[config.mk]
export PLATFORM = sky130hd
export DESIGN_NAME = aliquot_sum_classifier
export DESIGN_NICKNAME = d
export VERILOG_FILES = /design/src/sv/asc_pkg.sv /design/src/sv/aliquot_sum_classifier.sv /design/src/sv/asc_seq.sv /design/src/sv/asc_dp.sv
export VERILOG_INCLUDE_DIRS = /design/src /design/src/sv
export SDC_FILE = /design/constraint.sdc
export NUM_CORES = 1
export LEC_CHECK = 0
export BUFFER_PORTS_ARGS = -buffer_cell sky130_fd_sc_hd__buf_2
export CORE_ASPECT_RATIO = 1.25
export CORE_MARGIN = 2
export CORE_UTILIZATION = 35
export DETAILED_ROUTE_END_ITERATION = 12
export GPL_ROUTABILITY_DRIVEN = 0
export HOLD_SLACK_MARGIN = 0.12
export PLACE_DENSITY = 0.61
export SKIP_LAST_GASP = 1
export SYNTH_ARGS = -nofsm -noshare
export SYNTH_HDL_FRONTEND = slang
export SYNTH_SLANG_ARGS = --single-unit
[constraint.sdc]
create_clock -name i_clk -period 7.17 [get_ports i_clk]
set_input_delay 0.3585 -clock i_clk [delete_from_list [all_inputs] [get_ports i_clk]]
set_output_delay 0.3585 -clock i_clk [all_outputs]
set_load 0.05 [all_outputs]
[src/sv/aliquot_sum_classifier_assert.svh]
// assertion macros for the aliquot sum classifier
// used by asc_seq and asc_dp, no other dependencies
`ifndef ALIQUOT_SUM_CLASSIFIER_ASSERT_SVH
`define ALIQUOT_SUM_CLASSIFIER_ASSERT_SVH

// same-cycle implication
`define ASC_ASSERT_IMP(label, clk, rst_n, ante, cons, msg) \
    label: assert property (@(posedge clk) disable iff (!rst_n) (ante) |-> (cons)) \
        else $error(msg);

// next-cycle implication
`define ASC_ASSERT_NXT(label, clk, rst_n, ante, cons, msg) \
    label: assert property (@(posedge clk) disable iff (!rst_n) (ante) |=> (cons)) \
        else $error(msg);

`endif

[src/sv/asc_pkg.sv]
// shared types, step codes and microprogram rom for the aliquot sum classifier
// no dependencies
package asc_pkg;

    typedef enum logic [2:0] {
        ACT_NONE,
        ACT_LOAD,
        ACT_DIV_INIT,
        ACT_DIV_STEP,
        ACT_ACCUM,
        ACT_EMIT
    } t_act;

    typedef enum logic [2:0] {
        COND_NEVER,
        COND_ALWAYS,
        COND_NO_INPUT,
        COND_D_GE_N,
        COND_CNT_MORE,
        COND_OUT_FULL
    } t_cond;

    typedef enum logic [1:0] {
        CLASS_DEFICIENT = 2'd0,
        CLASS_PERFECT   = 2'd1,
        CLASS_ABUNDANT  = 2'd2,
        CLASS_INVALID   = 2'd3
    } t_class;

    localparam int UPC_WIDTH = 3;
    typedef logic [UPC_WIDTH-1:0] t_upc;

    localparam t_upc STEP_WAIT     = 3'd0;
    localparam t_upc STEP_TEST     = 3'd1;
    localparam t_upc STEP_DIV_INIT = 3'd2;
    localparam t_upc STEP_DIV      = 3'd3;
    localparam t_upc STEP_ACCUM    = 3'd4;
    localparam t_upc STEP_EMIT     = 3'd5;
    localparam t_upc STEP_RETURN   = 3'd6;
    localparam t_upc STEP_LAST     = STEP_RETURN;

    typedef struct packed {
        t_act  act;
        t_cond cond;
        t_upc  target;
    } t_ctrl;

    typedef struct packed {
        logic in_valid;
        logic d_ge_n;
        logic cnt_last;
        logic out_full;
    } t_status;

    function automatic t_ctrl urom(input t_upc step);
        t_ctrl w;
        case (step)
            STEP_WAIT:     w = '{ACT_LOAD,     COND_NO_INPUT, STEP_WAIT};
            STEP_TEST:     w = '{ACT_NONE,     COND_D_GE_N,   STEP_EMIT};
            STEP_DIV_INIT: w = '{ACT_DIV_INIT, COND_NEVER,    STEP_WAIT};
            STEP_DIV:      w = '{ACT_DIV_STEP, COND_CNT_MORE, STEP_DIV};
            STEP_ACCUM:    w = '{ACT_ACCUM,    COND_ALWAYS,   STEP_TEST};
            STEP_EMIT:     w = '{ACT_EMIT,     COND_OUT_FULL, STEP_EMIT};
            STEP_RETURN:   w = '{ACT_NONE,     COND_ALWAYS,   STEP_WAIT};
            default:       w = '{ACT_NONE,     COND_ALWAYS,   STEP_WAIT};
        endcase
        return w;
    endfunction

endpackage

[src/sv/aliquot_sum_classifier.sv]
// aliquot sum classifier: sums proper divisors by trial division, microcoded
// one request at a time: the next request is taken in the wait step, once the
// result is loaded and the return step has run; the time per trial divisor is
// set by the one-bit-per-cycle remainder loop
// zero and one skip the divider; reset clears the step counter and output valid
// depends on asc_pkg, asc_seq and asc_dp
module aliquot_sum_classifier #(
    parameter int NUMBER_WIDTH = 16
) (
    input  logic                                  i_clk,
    input  logic                                  i_rst_n,
    input  logic                                  i_s_axis_tvalid,
    output logic                                  o_s_axis_tready,
    input  logic [((NUMBER_WIDTH+7)/8)*8-1:0]     i_s_axis_tdata,   // number
    output logic                                  o_m_axis_tvalid,
    input  logic                                  i_m_axis_tready,
    output logic [((NUMBER_WIDTH+2+7)/8)*8-1:0]   o_m_axis_tdata,   // divisor_sum
    output logic [1:0]                            o_m_axis_tuser    // number_class
);
    import asc_pkg::*;

    localparam int NW = NUMBER_WIDTH;
    localparam int OW = ((NUMBER_WIDTH + 2 + 7) / 8) * 8;

    t_ctrl         w_ctrl;
    t_status       w_status;
    logic [NW+1:0] w_sum;
    t_class        w_class;

    asc_seq u_seq (
        .i_clk    (i_clk),
        .i_rst_n  (i_rst_n),
        .i_status (w_status),
        .o_ctrl   (w_ctrl)
    );

    asc_dp #(
        .NUMBER_WIDTH (NUMBER_WIDTH)
    ) u_dp (
        .i_clk          (i_clk),
        .i_rst_n        (i_rst_n),
        .i_ctrl         (w_ctrl),
        .i_in_valid     (i_s_axis_tvalid),
        .i_number       (i_s_axis_tdata[NW-1:0]),
        .i_out_ready    (i_m_axis_tready),
        .o_status       (w_status),
        .o_out_valid    (o_m_axis_tvalid),
        .o_divisor_sum  (w_sum),
        .o_number_class (w_class)
    );

    assign o_s_axis_tready = w_ctrl.act == ACT_LOAD;
    assign o_m_axis_tdata  = OW'(w_sum);
    assign o_m_axis_tuser  = w_class;
endmodule

[src/sv/asc_seq.sv]
// microprogram sequencer: step counter, rom lookup and conditional jumps
// depends on asc_pkg and aliquot_sum_classifier_assert.svh
`include "aliquot_sum_classifier_assert.svh"

module asc_seq (
    input  logic            i_clk,
    input  logic            i_rst_n,
    input  asc_pkg::t_status i_status,
    output asc_pkg::t_ctrl  o_ctrl
);
    import asc_pkg::*;

    t_upc  r_upc;
    t_upc  n_upc;
    t_ctrl w_ctrl;
    logic  w_take;

    assign w_ctrl = urom(r_upc);
    assign o_ctrl = w_ctrl;

    always_comb begin
        case (w_ctrl.cond)
            COND_NEVER:    w_take = 1'b0;
            COND_ALWAYS:   w_take = 1'b1;
            COND_NO_INPUT: w_take = !i_status.in_valid;
            COND_D_GE_N:   w_take = i_status.d_ge_n;
            COND_CNT_MORE: w_take = !i_status.cnt_last;
            COND_OUT_FULL: w_take = i_status.out_full;
            default:       w_take = 1'b1;
        endcase
        n_upc = w_take ? w_ctrl.target : r_upc + t_upc'(1);
    end

    always_ff @(posedge i_clk) begin
        if (!i_rst_n) begin
            r_upc <= STEP_WAIT;
        end else begin
            r_upc <= n_upc;
        end
    end

    `ASC_ASSERT_IMP(a_upc_range, i_clk, i_rst_n, 1'b1, r_upc <= STEP_LAST, "step out of range")
    `ASC_ASSERT_NXT(a_load_to_test, i_clk, i_rst_n,
        r_upc == STEP_WAIT && i_status.in_valid, r_upc == STEP_TEST, "request not started")
endmodule

[src/sv/asc_dp.sv]
// datapath: trial divisor, restoring divider, divisor sum and result register
// depends on asc_pkg and aliquot_sum_classifier_assert.svh
`include "aliquot_sum_classifier_assert.svh"

module asc_dp #(
    parameter int NUMBER_WIDTH = 16
) (
    input  logic                    i_clk,
    input  logic                    i_rst_n,
    input  asc_pkg::t_ctrl          i_ctrl,
    input  logic                    i_in_valid,
    input  logic [NUMBER_WIDTH-1:0] i_number,
    input  logic                    i_out_ready,
    output asc_pkg::t_status        o_status,
    output logic                    o_out_valid,
    output logic [NUMBER_WIDTH+1:0] o_divisor_sum,
    output asc_pkg::t_class         o_number_class
);
    import asc_pkg::*;

    localparam int NW = NUMBER_WIDTH;
    localparam int SW = NW + 2;
    localparam int AW = NW + 3;
    localparam int CW = $clog2(NW);
    localparam logic [CW-1:0] CNT_LAST = CW'(NW - 1);

    logic [NW-1:0] r_n;
    logic [NW-1:0] r_d;
    logic [NW-1:0] r_q;
    logic [NW-1:0] r_rem;
    logic [CW-1:0] r_cnt;
    logic [AW-1:0] r_sum;
    logic          r_out_valid;
    logic [SW-1:0] r_out_sum;
    t_class        r_out_class;

    logic [NW:0]   w_trial;
    logic [NW:0]   w_diff;
    logic          w_fits;
    logic [AW-1:0] w_n_ext;
    t_class        w_class;

    assign w_trial = {r_rem, r_q[NW-1]};
    assign w_diff  = w_trial - {1'b0, r_d};
    assign w_fits  = w_trial >= {1'b0, r_d};
    assign w_n_ext = AW'(r_n);

    always_comb begin
        if (r_n == '0) begin
            w_class = CLASS_INVALID;
        end else if (r_sum < w_n_ext) begin
            w_class = CLASS_DEFICIENT;
        end else if (r_sum == w_n_ext) begin
            w_class = CLASS_PERFECT;
        end else begin
            w_class = CLASS_ABUNDANT;
        end
    end

    always_ff @(posedge i_clk) begin
        case (i_ctrl.act)
            ACT_LOAD: begin
                if (i_in_valid) begin
                    r_n   <= i_number;
                    r_d   <= NW'(1);
                    r_sum <= '0;
                end
            end
            ACT_DIV_INIT: begin
                r_q   <= r_n;
                r_rem <= '0;
                r_cnt <= '0;
            end
            ACT_DIV_STEP: begin
                r_rem <= w_fits ? w_diff[NW-1:0] : w_trial[NW-1:0];
                r_q   <= {r_q[NW-2:0], 1'b0};
                r_cnt <= r_cnt + CW'(1);
            end
            ACT_ACCUM: begin
                if (r_rem == '0) begin
                    r_sum <= r_sum + AW'(r_d);
                end
                r_d <= r_d + NW'(1);
            end
            default: begin
            end
        endcase
    end

    always_ff @(posedge i_clk) begin
        if (!i_rst_n) begin
            r_out_valid <= 1'b0;
        end else if (i_ctrl.act == ACT_EMIT && !r_out_valid) begin
            r_out_valid <= 1'b1;
        end else if (i_out_ready) begin
            r_out_valid <= 1'b0;
        end
    end

    always_ff @(posedge i_clk) begin
        if (i_ctrl.act == ACT_EMIT && !r_out_valid) begin
            r_out_sum   <= r_sum[SW-1:0];
            r_out_class <= w_class;
        end
    end

    assign o_status.in_valid = i_in_valid;
    assign o_status.d_ge_n   = r_d >= r_n;
    assign o_status.cnt_last = r_cnt == CNT_LAST;
    assign o_status.out_full = r_out_valid;

    assign o_out_valid    = r_out_valid;
    assign o_divisor_sum  = r_out_sum;
    assign o_number_class = r_out_class;

    `ASC_ASSERT_NXT(a_emit_loads, i_clk, i_rst_n,
        i_ctrl.act == ACT_EMIT && !r_out_valid, r_out_valid, "result not loaded")
    `ASC_ASSERT_IMP(a_invalid_zero_sum, i_clk, i_rst_n,
        r_out_valid && r_out_class == CLASS_INVALID, r_out_sum == '0, "invalid with nonzero sum")
    `ASC_ASSERT_IMP(a_cnt_range, i_clk, i_rst_n,
        i_ctrl.act == ACT_DIV_STEP, r_cnt <= CNT_LAST, "divider step count overrun")
endmodule
==> results.py, run 1 <==
metrics = {
    "synth": {
        "yosys.area_share.adder_pct": 13.3,
        "yosys.area_share.simple_pct": 15.2,
        "synth-edff-count": 107,
        "async_reset_ff_share_pct": 0,
        "synth-seq-cells": 111,
        "syn_area_um2": 7100,
        "syn_inst": 681,
        "ys_seq_area_share_pct": 46.4,
        "ys.flop_type": "edfxtp_1",
        "synth_compound_area_share_pct": 16.5,
        "synth.distinct_cells": 64,
        "synth_top_family_by_area": "compound AO/OA/AOI/OAI gates",
        "synth_top_area_share_pct": 45.3,
        "synth_mux_area_share_pct": 0.705,
        "yosysWarnings": 0,
        "avgSynthCellArea_um2": 10.4,
        "synth_xor_area_share_pct": 3.33,
        "ys_top_cells_by_area": "edfxtp_1 45%, ha_1 13%, o21ai_0 3.4%",
        "yosysTopAreaCell": "edfxtp_1",
    },
    "worst_hold_path": {
        "hp-class": "input pin to flip-flop",
        "min_to": "u_dp.r_n[5]",
        "hold_depth": 1,
        "min_from": "i_s_axis_tdata[5]",
    },
    "critical_path": {
        "end_kind": "flip-flop",
        "start_kind": "flip-flop",
        "r2r_slack_ns": 4.10,
        "crit_arrival_ns": 3.05,
        "worstSetupPathType": "flip-flop to flip-flop",
        "cp_max_fo": 19,
        "reg2reg_to": "u_dp.r_sum[5]",
        "r2r.worst_path.cells": 6,
        "r2r-start": "u_seq.r_upc[2]",
        "cp.required_ns": 7.15,
    },
    "cts": {
        "clockRootBuffer": "clkbuf_16",
        "cts.sinks": 111,
        "ctsHtreeMaxLevel": 3,
        "path_clk_slew_ns": 0.09,
        "numCtsBuffers": 9,
        "cts_setup_buffers": 0,
        "cts_tree": "done",
        "insertion_delay_ns": 0.36,
        "cts_buffer_depth": 2,
        "cts_repair_resize_count": 0,
        "hold_buffers": 0,
    },
    "sta": {
        "period_minus_slack_ns": 3.07,
        "finalSetupViolCount": 0,
        "slew_headroom_pct": 26.9,
        "worst_pin_slew_ns": 1.10,
        "hold_viol": 0,
        "final.setup_skew_ns": 0.00988,
        "drv_slew": 0,
        "finalCritPeriodShare_pct": 42.9,
        "max_freq_mhz": 325,
        "rsz0062_at_grt": "no",
        "tns_ns": 0,
    },
    "pwr": {
        "power_density_nw_per_um2": 453,
        "peakVddDrop_v": 0.000148,
        "p_total_mw": 3.57,
        "p_leak_nw": 3.04,
    },
    "cells_and_area": {
        "final_nets": 813,
        "final_cell_mix": "107 x edfxtp_1, 72 x ha_1, 60 x nand2_1",
        "area_growth_pct": 11.0,
        "diodes": 0,
        "drive_gt1_share_pct": 11.0,
        "nFillCells": 1986,
        "mostFrequentLayoutCell": "edfxtp_1",
    },
    "global_routing": {
        "grt_max_degree": 36,
        "grt_pass1_wl_mm": 26.8,
        "grt_use_total_pct": 16.1,
        "overflow": 0,
        "grt_pass1_vias": 5050,
        "antenna_found_initial": 0,
    },
    "drt": {
        "vias": 5192,
        "firstDrtPassIters": 4,
        "drt_drc_violations_left": 0,
        "final_antenna_net_count": 0,
        "drt_iter0_drc": 337,
        "routed_wirelength_mm": 16.9,
        "wl_per_cell_um": 17.0,
        "vias_per_cell": 5.22,
    },
    "run_status": {
        "outcome": "complete, no violations",
    },
    "placement": {
        "port_buffers": 41,
        "dpl.hpwl_mm": 12.8,
    },
    "die": {
        "core_area_um2": 20000,
        "ioPinCount": 48,
        "die_y_um": 163,
        "dieArea_um2": 21400,
        "core.rowCount": 58,
        "start_util_pct": 35.4,
        "die-width_um": 131,
    },
    "job": {
        "maxCapViolations": 0,
    },
}
-- kinds of logic (layout without fill, tap and decap cells) --
kind of cell             count (synthesis)  after routing
multiplexers                             5              5
adder cells (fa/ha/maj)                 74             74
flip-flops                             111            111
AO/OA/AOI/OAI                          175            175
XOR/XNOR                                27             27
buffers and inverters                   74            112
other                                    1              6
AND/OR/NAND/NOR                        214            214
-- flip-flops by register name, indices dropped and copies added (netlist names), named ones only --
name                 cells
u_dp.o_number_class      2
u_dp.r_cnt               4
u_dp.r_q                16
u_dp.r_n                16
u_dp.o_out_valid         1
u_dp.o_divisor_sum      18
u_seq.r_upc              2
u_dp.r_rem              16
u_dp.r_sum              19
u_dp.r_d                16
-- through the flow --
stage | util (%) | setup slack (ns) | hold slack (ns) | instance area (um^2) | instances
after floorplan | - | 3.15 | 0.457 | 7120 | 686
after global placement | 37.9 | 4.18 | 0.501 | 7590 | 978
after detailed placement | 37.9 | 4.08 | 0.504 | 7590 | 978
after CTS | 39.3 | 4.07 | 0.151 | 7880 | 994
after global routing | 39.3 | 3.84 | 0.156 | 7880 | 994
final | 39.3 | 4.10 | 0.161 | 7880 | 994
-- synthesized netlist by cell type, types with 4 or more instances --
master     count
edfxtp_1     107
ha_1          72
nand2_1       60
inv_1         51
o21ai_0       48
a21oi_1       39
nor2_1        36
nor3_1        22
xnor2_1       19
o21a_1        18
nand3_1       16
nor4_1        14
a21o_1        10
nand4_1       10
and3_1         9
buf_4          9
or3_1          9
nor2b_1        8
xor2_1         8
and2_1         7
clkbuf_1       7
a211oi_1       5
a31oi_1        5
buf_2          5
mux2i_1        5
nor3b_1        5
o31a_1         5
and4_1         4
dfxtp_1        4
o2111ai_1      4
o211ai_1       4
-- layout make-up --
type / count / area [um^2] / share of cell area, %
Multi-Input combinational cell: 501 / 3530 / 44.8
Timing Repair Buffer: 45 / 235 / 2.98
Sequential cell: 111 / 3290 / 41.8
Inverter: 51 / 191 / 2.43
Tap cell: 270 / 338 / 4.29
Clock buffer: 9 / 225 / 2.86
Clock inverter: 7 / 70.1 / 0.889
-- worst max-delay path: stages, from the launching register on --
cell	delay (ns)
dfxtp_1	0.56
inv_1	0.17
ha_1	0.32
inv_1	0.10
and4_1	0.51
nand3_1	0.16
o21ai_2	0.87
-- worst max-delay path by stage --
stage,from,endpoint
after floorplan,flip-flop,u_dp.r_sum[0]
after global placement,u_seq.r_upc[2],u_dp.r_sum[1]
after detailed placement,u_seq.r_upc[2],u_dp.r_sum[1]
after CTS,u_seq.r_upc[2],u_dp.r_sum[4]
after global routing,u_seq.r_upc[2],u_dp.r_sum[5]
final,u_seq.r_upc[2],u_dp.r_sum[5]
-- power by group --
group	switching [mW]	leakage, nW	internal (mW)	total [mW]
Clock	0.264	0.142	0.246	0.511
Combinational	1.16	1.86	0.704	1.87
Sequential	0.190	1.04	0.998	1.19
-- per-layer routing --
metal  GRT usage (%)  up-vias  wire (um)  part of all wire, %
met2            29.0       87       8720                   51
met1            18.6     2450       7160                   42
met5               0        -          0                    0
met3            1.74       28        338                  2.0
li1                -     2627          -                    -
met4            9.63        0        712                  4.2
No activity file was read; power rests on OpenSTA's default activity.
==> run 2: changes to the inputs <==
- clock period: 7.17 -> 2.9 ns (I/O delays scaled with it)
==> run 2 against run 1 <==
Cell count is 4.4% higher. Final area increased by 5.3%. Combinational power rose to 2.7 times the previous value. Clock-buffer cell count stayed put. Global-route usage is 0.78 points higher. Total power increased to 2.6 times the previous value. Flip-flop and latch count did not move. Non-clock buffer count grew 43. Register-to-register slack got worse by 3.9 ns. Sequential power grew 140%. Largest cell class unchanged. Highest routed layer unchanged.
==> results.py, run 2 (synthesized netlist as in run 1, its figures left out) <==
metrics = {
    "worst_hold_path": {
        "min_from": "i_s_axis_tdata[10]",
        "hold_depth": 2,
        "min_to": "u_dp.r_n[10]",
        "hp-class": "input pin to flip-flop",
    },
    "cells_and_area": {
        "area_growth_pct": 16.9,
        "drive_gt1_share_pct": 13.8,
        "multi_input_comb_area_um2": 3550,
        "mostFrequentLayoutCell": "edfxtp_1",
        "largest-register": "u_dp.r_sum",
        "regArea_um2": 3290,
        "final_nets": 856,
        "final_cell_mix": "107 x edfxtp_1, 71 x ha_1, 60 x nand2_1",
        "final_cell_count_no_fill": 1038,
        "fin_util_pct": 41.4,
        "nFillCells": 1971,
        "final_area_um2": 8300,
        "largest_register_ffs": 19,
    },
    "cts": {
        "insertion_delay_ns": 0.37,
        "cts_setup_buffers": 0,
        "numCtsBuffers": 9,
        "cts.sinks": 111,
        "path_clk_slew_ns": 0.08,
        "clockRootBuffer": "clkbuf_16",
        "cts_tree": "done",
        "cts_buffer_depth": 2,
        "ctsHtreeMaxLevel": 3,
    },
    "pwr": {
        "p_switching_mw": 4.07,
        "pwr-share-comb_pct": 54.8,
        "p_int_mw": 5.13,
        "peakVddDrop_v": 0.000376,
        "clkPwrFrac_pct": 14.4,
        "p_total_mw": 9.19,
        "power_frac_seq_pct": 30.7,
        "netSwitchingFraction_pct": 44.2,
        "p_leak_nw": 3.26,
        "power_density_nw_per_um2": 1110,
    },
    "sta": {
        "rsz0062_at_grt": "no",
        "max_freq_mhz": 371,
        "period_minus_slack_ns": 2.70,
        "tns_ns": 0,
        "setup_ws_ns": 0.204,
        "whs_ns": 0.485,
        "finalCritPeriodShare_pct": 93.0,
        "slew_headroom_pct": 53.2,
        "hold_viol": 0,
        "drv_slew": 0,
        "finalSetupViolCount": 0,
        "worst_pin_slew_ns": 0.700,
        "final.setup_skew_ns": 0.0146,
    },
    "global_routing": {
        "overflow": 0,
        "grt_pass1_wl_mm": 28.2,
        "grt_use_total_pct": 16.9,
        "grt_pass1_vias": 5283,
        "antenna_found_initial": 1,
        "grt_max_degree": 26,
    },
    "drt": {
        "wl_per_cell_um": 17.2,
        "vias": 5493,
        "routed_wirelength_mm": 17.9,
        "drt_drc_violations_left": 0,
        "drt_iter0_drc": 527,
        "firstDrtPassIters": 5,
        "vias_per_cell": 5.29,
        "final_antenna_net_count": 0,
    },
    "placement": {
        "place_area_um2": 7800,
        "dpl_worst_slack_ns": 0.210,
        "dpl.hpwl_mm": 13.5,
        "port_buffers": 41,
        "dp_cells": 1003,
    },
    "die": {
        "die-width_um": 131,
        "start_util_pct": 35.4,
        "dieArea_um2": 21400,
        "ioPinCount": 48,
        "die_y_um": 163,
        "core.rowCount": 58,
        "core_area_um2": 20000,
    },
    "critical_path": {
        "cp_max_fo": 11,
        "r2r.worst_path.cells": 8,
        "end_kind": "flip-flop",
        "cp.required_ns": 3.01,
        "r2r-start": "u_dp.r_d[8]",
        "start_kind": "flip-flop",
        "worstSetupPathType": "flip-flop to flip-flop",
        "reg2reg_to": "u_dp.r_rem[14]",
        "crit_arrival_ns": 2.80,
        "r2r_slack_ns": 0.20,
    },
    "job": {
        "maxCapViolations": 0,
    },
    "run_status": {
        "outcome": "complete, no violations",
    },
}
==> run 2: area by class of cell <==
class,instances,share of cell area [%]
Clock buffer,9,2.71
Multi-Input combinational cell,501,42.7
Inverter,51,2.31
Sequential cell,111,39.7
Antenna cell,1,0.0302
Timing Repair Buffer,88,7.42
Tap cell,270,4.07
Clock inverter,7,1.03
==> run 2: worst max-delay path, stage by stage, from the launching register on <==
cell and delay, ns:
edfxtp_1 0.46, inv_1 0.11, ha_1 0.40, and4_1 0.24
and3_1 0.20, o211ai_2 0.12, a32o_1 0.40, a2111oi_0 0.40
nor2_1 0.10
==> run 2: power by group through the flow <==
| stage | registers, mW | clock network [mW] | logic [mW] |
|---|---|---|---|
| floorplan | 2.88 | 0 | 3.54 |
| global placement | 2.85 | 0 | 4.94 |
| detailed placement | 2.86 | 0 | 4.98 |
| CTS | 2.83 | 1.35 | 5.04 |
| global route | 2.89 | 1.40 | 5.64 |
| finish | 2.83 | 1.33 | 5.04 |
==> run 2: how the worst max path moves through the flow <==
stage,startpoint,to,slack [ns],cells past startpoint
finish,u_dp.r_d[8],u_dp.r_rem[14],0.20,8
global route,u_dp.r_d[8],u_dp.r_rem[14],0.02,8
CTS,flip-flop,u_dp.r_q[15],0.17,7
detailed placement,flip-flop,u_dp.r_q[15],0.21,7
global placement,flip-flop,u_dp.r_q[15],0.21,7
floorplan,u_seq.r_upc[2],u_dp.r_sum[0],0.1,7
==> run 2: metal layers <==
| layer | vias to the layer above | wire length (um) | track usage, % |
|---|---|---|---|
| met5 | - | 0 | 0 |
| met4 | 0 | 822 | 8.99 |
| met3 | 44 | 671 | 2.98 |
| met2 | 115 | 9120 | 30.4 |
| met1 | 2622 | 7290 | 19.3 |
| li1 | 2712 | - | - |
==> run 2: timing repair <==
action / CTS / global route
hold buffers: 18 / 0
resized for setup: 0 / 1
endpoints found under the hold margin: 20 / 0
endpoints found under the setup margin: 0 / 1
==> run 3: changes to the inputs <==
- ABC_AREA: unset -> 1
==> run 3 against run 2 <==
Worst setup slack improved by 0.045 ns. Combinational power fell by 12%. Via count rose by 12%. Synthesized area rose by 3.6%. Critical path type unchanged. Sequential power barely moved. Routed wire length rose by 2.8%. Largest power group unchanged. Critical endpoint is now u_dp.r_rem[9]. Total power fell by 7.3%.
==> results.py, run 3 <==
metrics = {
    "cts": {
        "cts_tree": "done",
        "clockRootBuffer": "clkbuf_16",
        "cts.sinks": 111,
        "numCtsBuffers": 9,
        "path_clk_slew_ns": 0.08,
        "cts_buffer_depth": 2,
        "ctsHtreeMaxLevel": 3,
        "insertion_delay_ns": 0.36,
    },
    "drt": {
        "routed_wirelength_mm": 18.4,
        "drt_iter0_drc": 339,
        "firstDrtPassIters": 5,
        "vias_per_cell": 5.01,
        "vias": 6126,
        "wl_per_cell_um": 15.0,
        "final_antenna_net_count": 0,
        "drt_drc_violations_left": 0,
    },
    "die": {
        "ioPinCount": 48,
        "start_util_pct": 35.5,
        "dieArea_um2": 22200,
        "core.rowCount": 59,
        "die-width_um": 134,
        "die_y_um": 166,
        "core_area_um2": 20700,
    },
    "synth": {
        "synth_top_cells_by_count": "197 x nand2_1, 130 x inv_1, 107 x edfxtp_1, 94 x nor2_1, 72 x ha_1",
        "syn_area_um2": 7360,
        "synth-seq-cells": 111,
        "ys.flop_type": "edfxtp_1",
        "avgSynthCellArea_um2": 8.38,
        "yosysTopAreaCell": "edfxtp_1",
        "yosysWarnings": 0,
        "synth.most_common_cell": "nand2_1",
        "syn_inst": 878,
        "ys_top_cells_by_area": "edfxtp_1 44%, ha_1 12%, nand2_1 10%",
        "synth.distinct_cells": 35,
        "ys_seq_area_share_pct": 44.8,
        "synth_top_area_share_pct": 43.7,
        "async_reset_ff_share_pct": 0,
        "synth-edff-count": 107,
    },
    "critical_path": {
        "cp.required_ns": 3.11,
        "worst-path-buf-inv": 2,
        "cp_cell_sequence": "inv_1 > ha_1 > a21oi_1 > nand2_1 > a21oi_1 > nand2_2 > nand2_4 > nand2_2 > inv_2 > nor2_1 > nor2_1",
        "start_kind": "flip-flop",
        "critical-path-top-delay-family": "simple AND/OR/NAND/NOR gates",
        "critical_path.max_stage_delay_ns": 0.48,
        "end_kind": "flip-flop",
        "cp_max_fo": 19,
        "crit_arrival_ns": 2.86,
        "worstSetupPathType": "flip-flop to flip-flop",
        "critPathSlowestCell": "edfxtp_1",
    },
    "placement": {
        "dpl.hpwl_mm": 14.1,
        "dp_cells": 1189,
        "port_buffers": 41,
    },
    "sta": {
        "slew_headroom_pct": 22.7,
        "period_minus_slack_ns": 2.65,
        "max_freq_mhz": 377,
        "final.setup_skew_ns": 0.00838,
        "drv_slew": 0,
        "rsz0062_at_grt": "no",
        "hold_viol": 0,
        "finalSetupViolCount": 0,
        "worst_pin_slew_ns": 1.16,
        "whs_ns": 0.492,
        "tns_ns": 0,
        "finalCritPeriodShare_pct": 91.4,
    },
    "pwr": {
        "power_density_nw_per_um2": 1020,
        "peakVddDrop_v": 0.000423,
        "p_total_mw": 8.52,
        "p_leak_nw": 3.81,
    },
    "global_routing": {
        "grt_pass1_wl_mm": 29.1,
        "overflow": 0,
        "grt_use_total_pct": 16.5,
        "grt_pass1_vias": 5852,
        "antenna_found_initial": 0,
        "grt_max_degree": 46,
    },
    "cells_and_area": {
        "final_cell_count_no_fill": 1223,
        "mostFrequentLayoutCell": "nand2_1",
        "largest_register_ffs": 19,
        "drive_gt1_share_pct": 8.32,
        "area_growth_pct": 13.8,
        "final_nets": 1038,
        "diodes": 0,
        "largest-register": "u_dp.r_sum",
        "final_cell_mix": "197 x nand2_1, 130 x inv_1, 107 x edfxtp_1",
    },
    "run_status": {
        "outcome": "complete, no violations",
    },
    "worst_hold_path": {
        "hp-class": "input pin to flip-flop",
    },
    "job": {
        "maxCapViolations": 0,
    },
}
-- run 3: area by class of cell --
class                   instances  area (um^2)
repair buffers                 66          438
well taps                     274          343
fillers                      2061        12400
clock buffers                   9          225
multi-input cells             624         3490
inverters                     132          495
clock inverters                 7         83.8
flip-flops and latches        111         3290
-- run 3: repair_timing --
action / in CTS / in global routing
hold buffers: 18 / 0
resized for setup: 0 / 1
setup buffers: 0 / 0
endpoints found under the hold margin: 20 / 0
endpoints found under the setup margin: 0 / 10
-- run 3: metrics by stage --
| step | worst slack, ns | util [%] | cell area, um^2 |
|---|---|---|---|
| floorplan | 0.336 | - | 7380 |
| global placement | 0.222 | 38.0 | 7880 |
| detailed placement | 0.199 | 38.0 | 7880 |
| CTS | 0.163 | 40.4 | 8370 |
| global route | 0.0577 | 40.4 | 8370 |
| finish | 0.249 | 40.4 | 8370 |
-- run 3: path summary, 6_finish.rpt --
| check | end | slack, ns | cells after the start | start |
|---|---|---|---|---|
| setup reg to reg | u_dp.r_rem[9] | 0.25 | 11 | u_dp.r_d[8] |
| hold reg to reg | u_dp.o_divisor_sum[0] | 0.51 | 0 | u_dp.r_sum[0] |
| setup / recovery | u_dp.r_rem[9] | 0.25 | 11 | u_dp.r_d[8] |
| hold / removal | u_dp.r_n[1] | 0.49 | 2 | i_s_axis_tdata[1] |
-- run 3: cells by family (layout without fill, tap and decap cells) --
logic type | count (synthesis) | after routing | synth area share (%)
fa+ha+maj | 74 | 74 | 12.8
xor+xnor | 11 | 11 | 1.31
buf+inv | 148 | 214 | 8.23
compound gates | 135 | 135 | 9.76
simple gates | 398 | 398 | 23.1
other cells | 1 | 6 | 0.0510
flops | 111 | 111 | 44.8
-- run 3: where the power goes --
group	switching [mW]	total [mW]	internal, mW
Combinational	2.99	4.44	1.45
Clock	0.660	1.28	0.621
Sequential	0.405	2.80	2.40
Total	4.06	8.52	4.47
-- run 3: routing by layer --
metal,up-vias,GRT usage [%],share of wire [%]
met5,-,0,0
met4,0,6.34,3.0
met3,39,2.23,3.3
met2,155,31.3,53
met1,2858,18.6,41
li1,3074,-,-
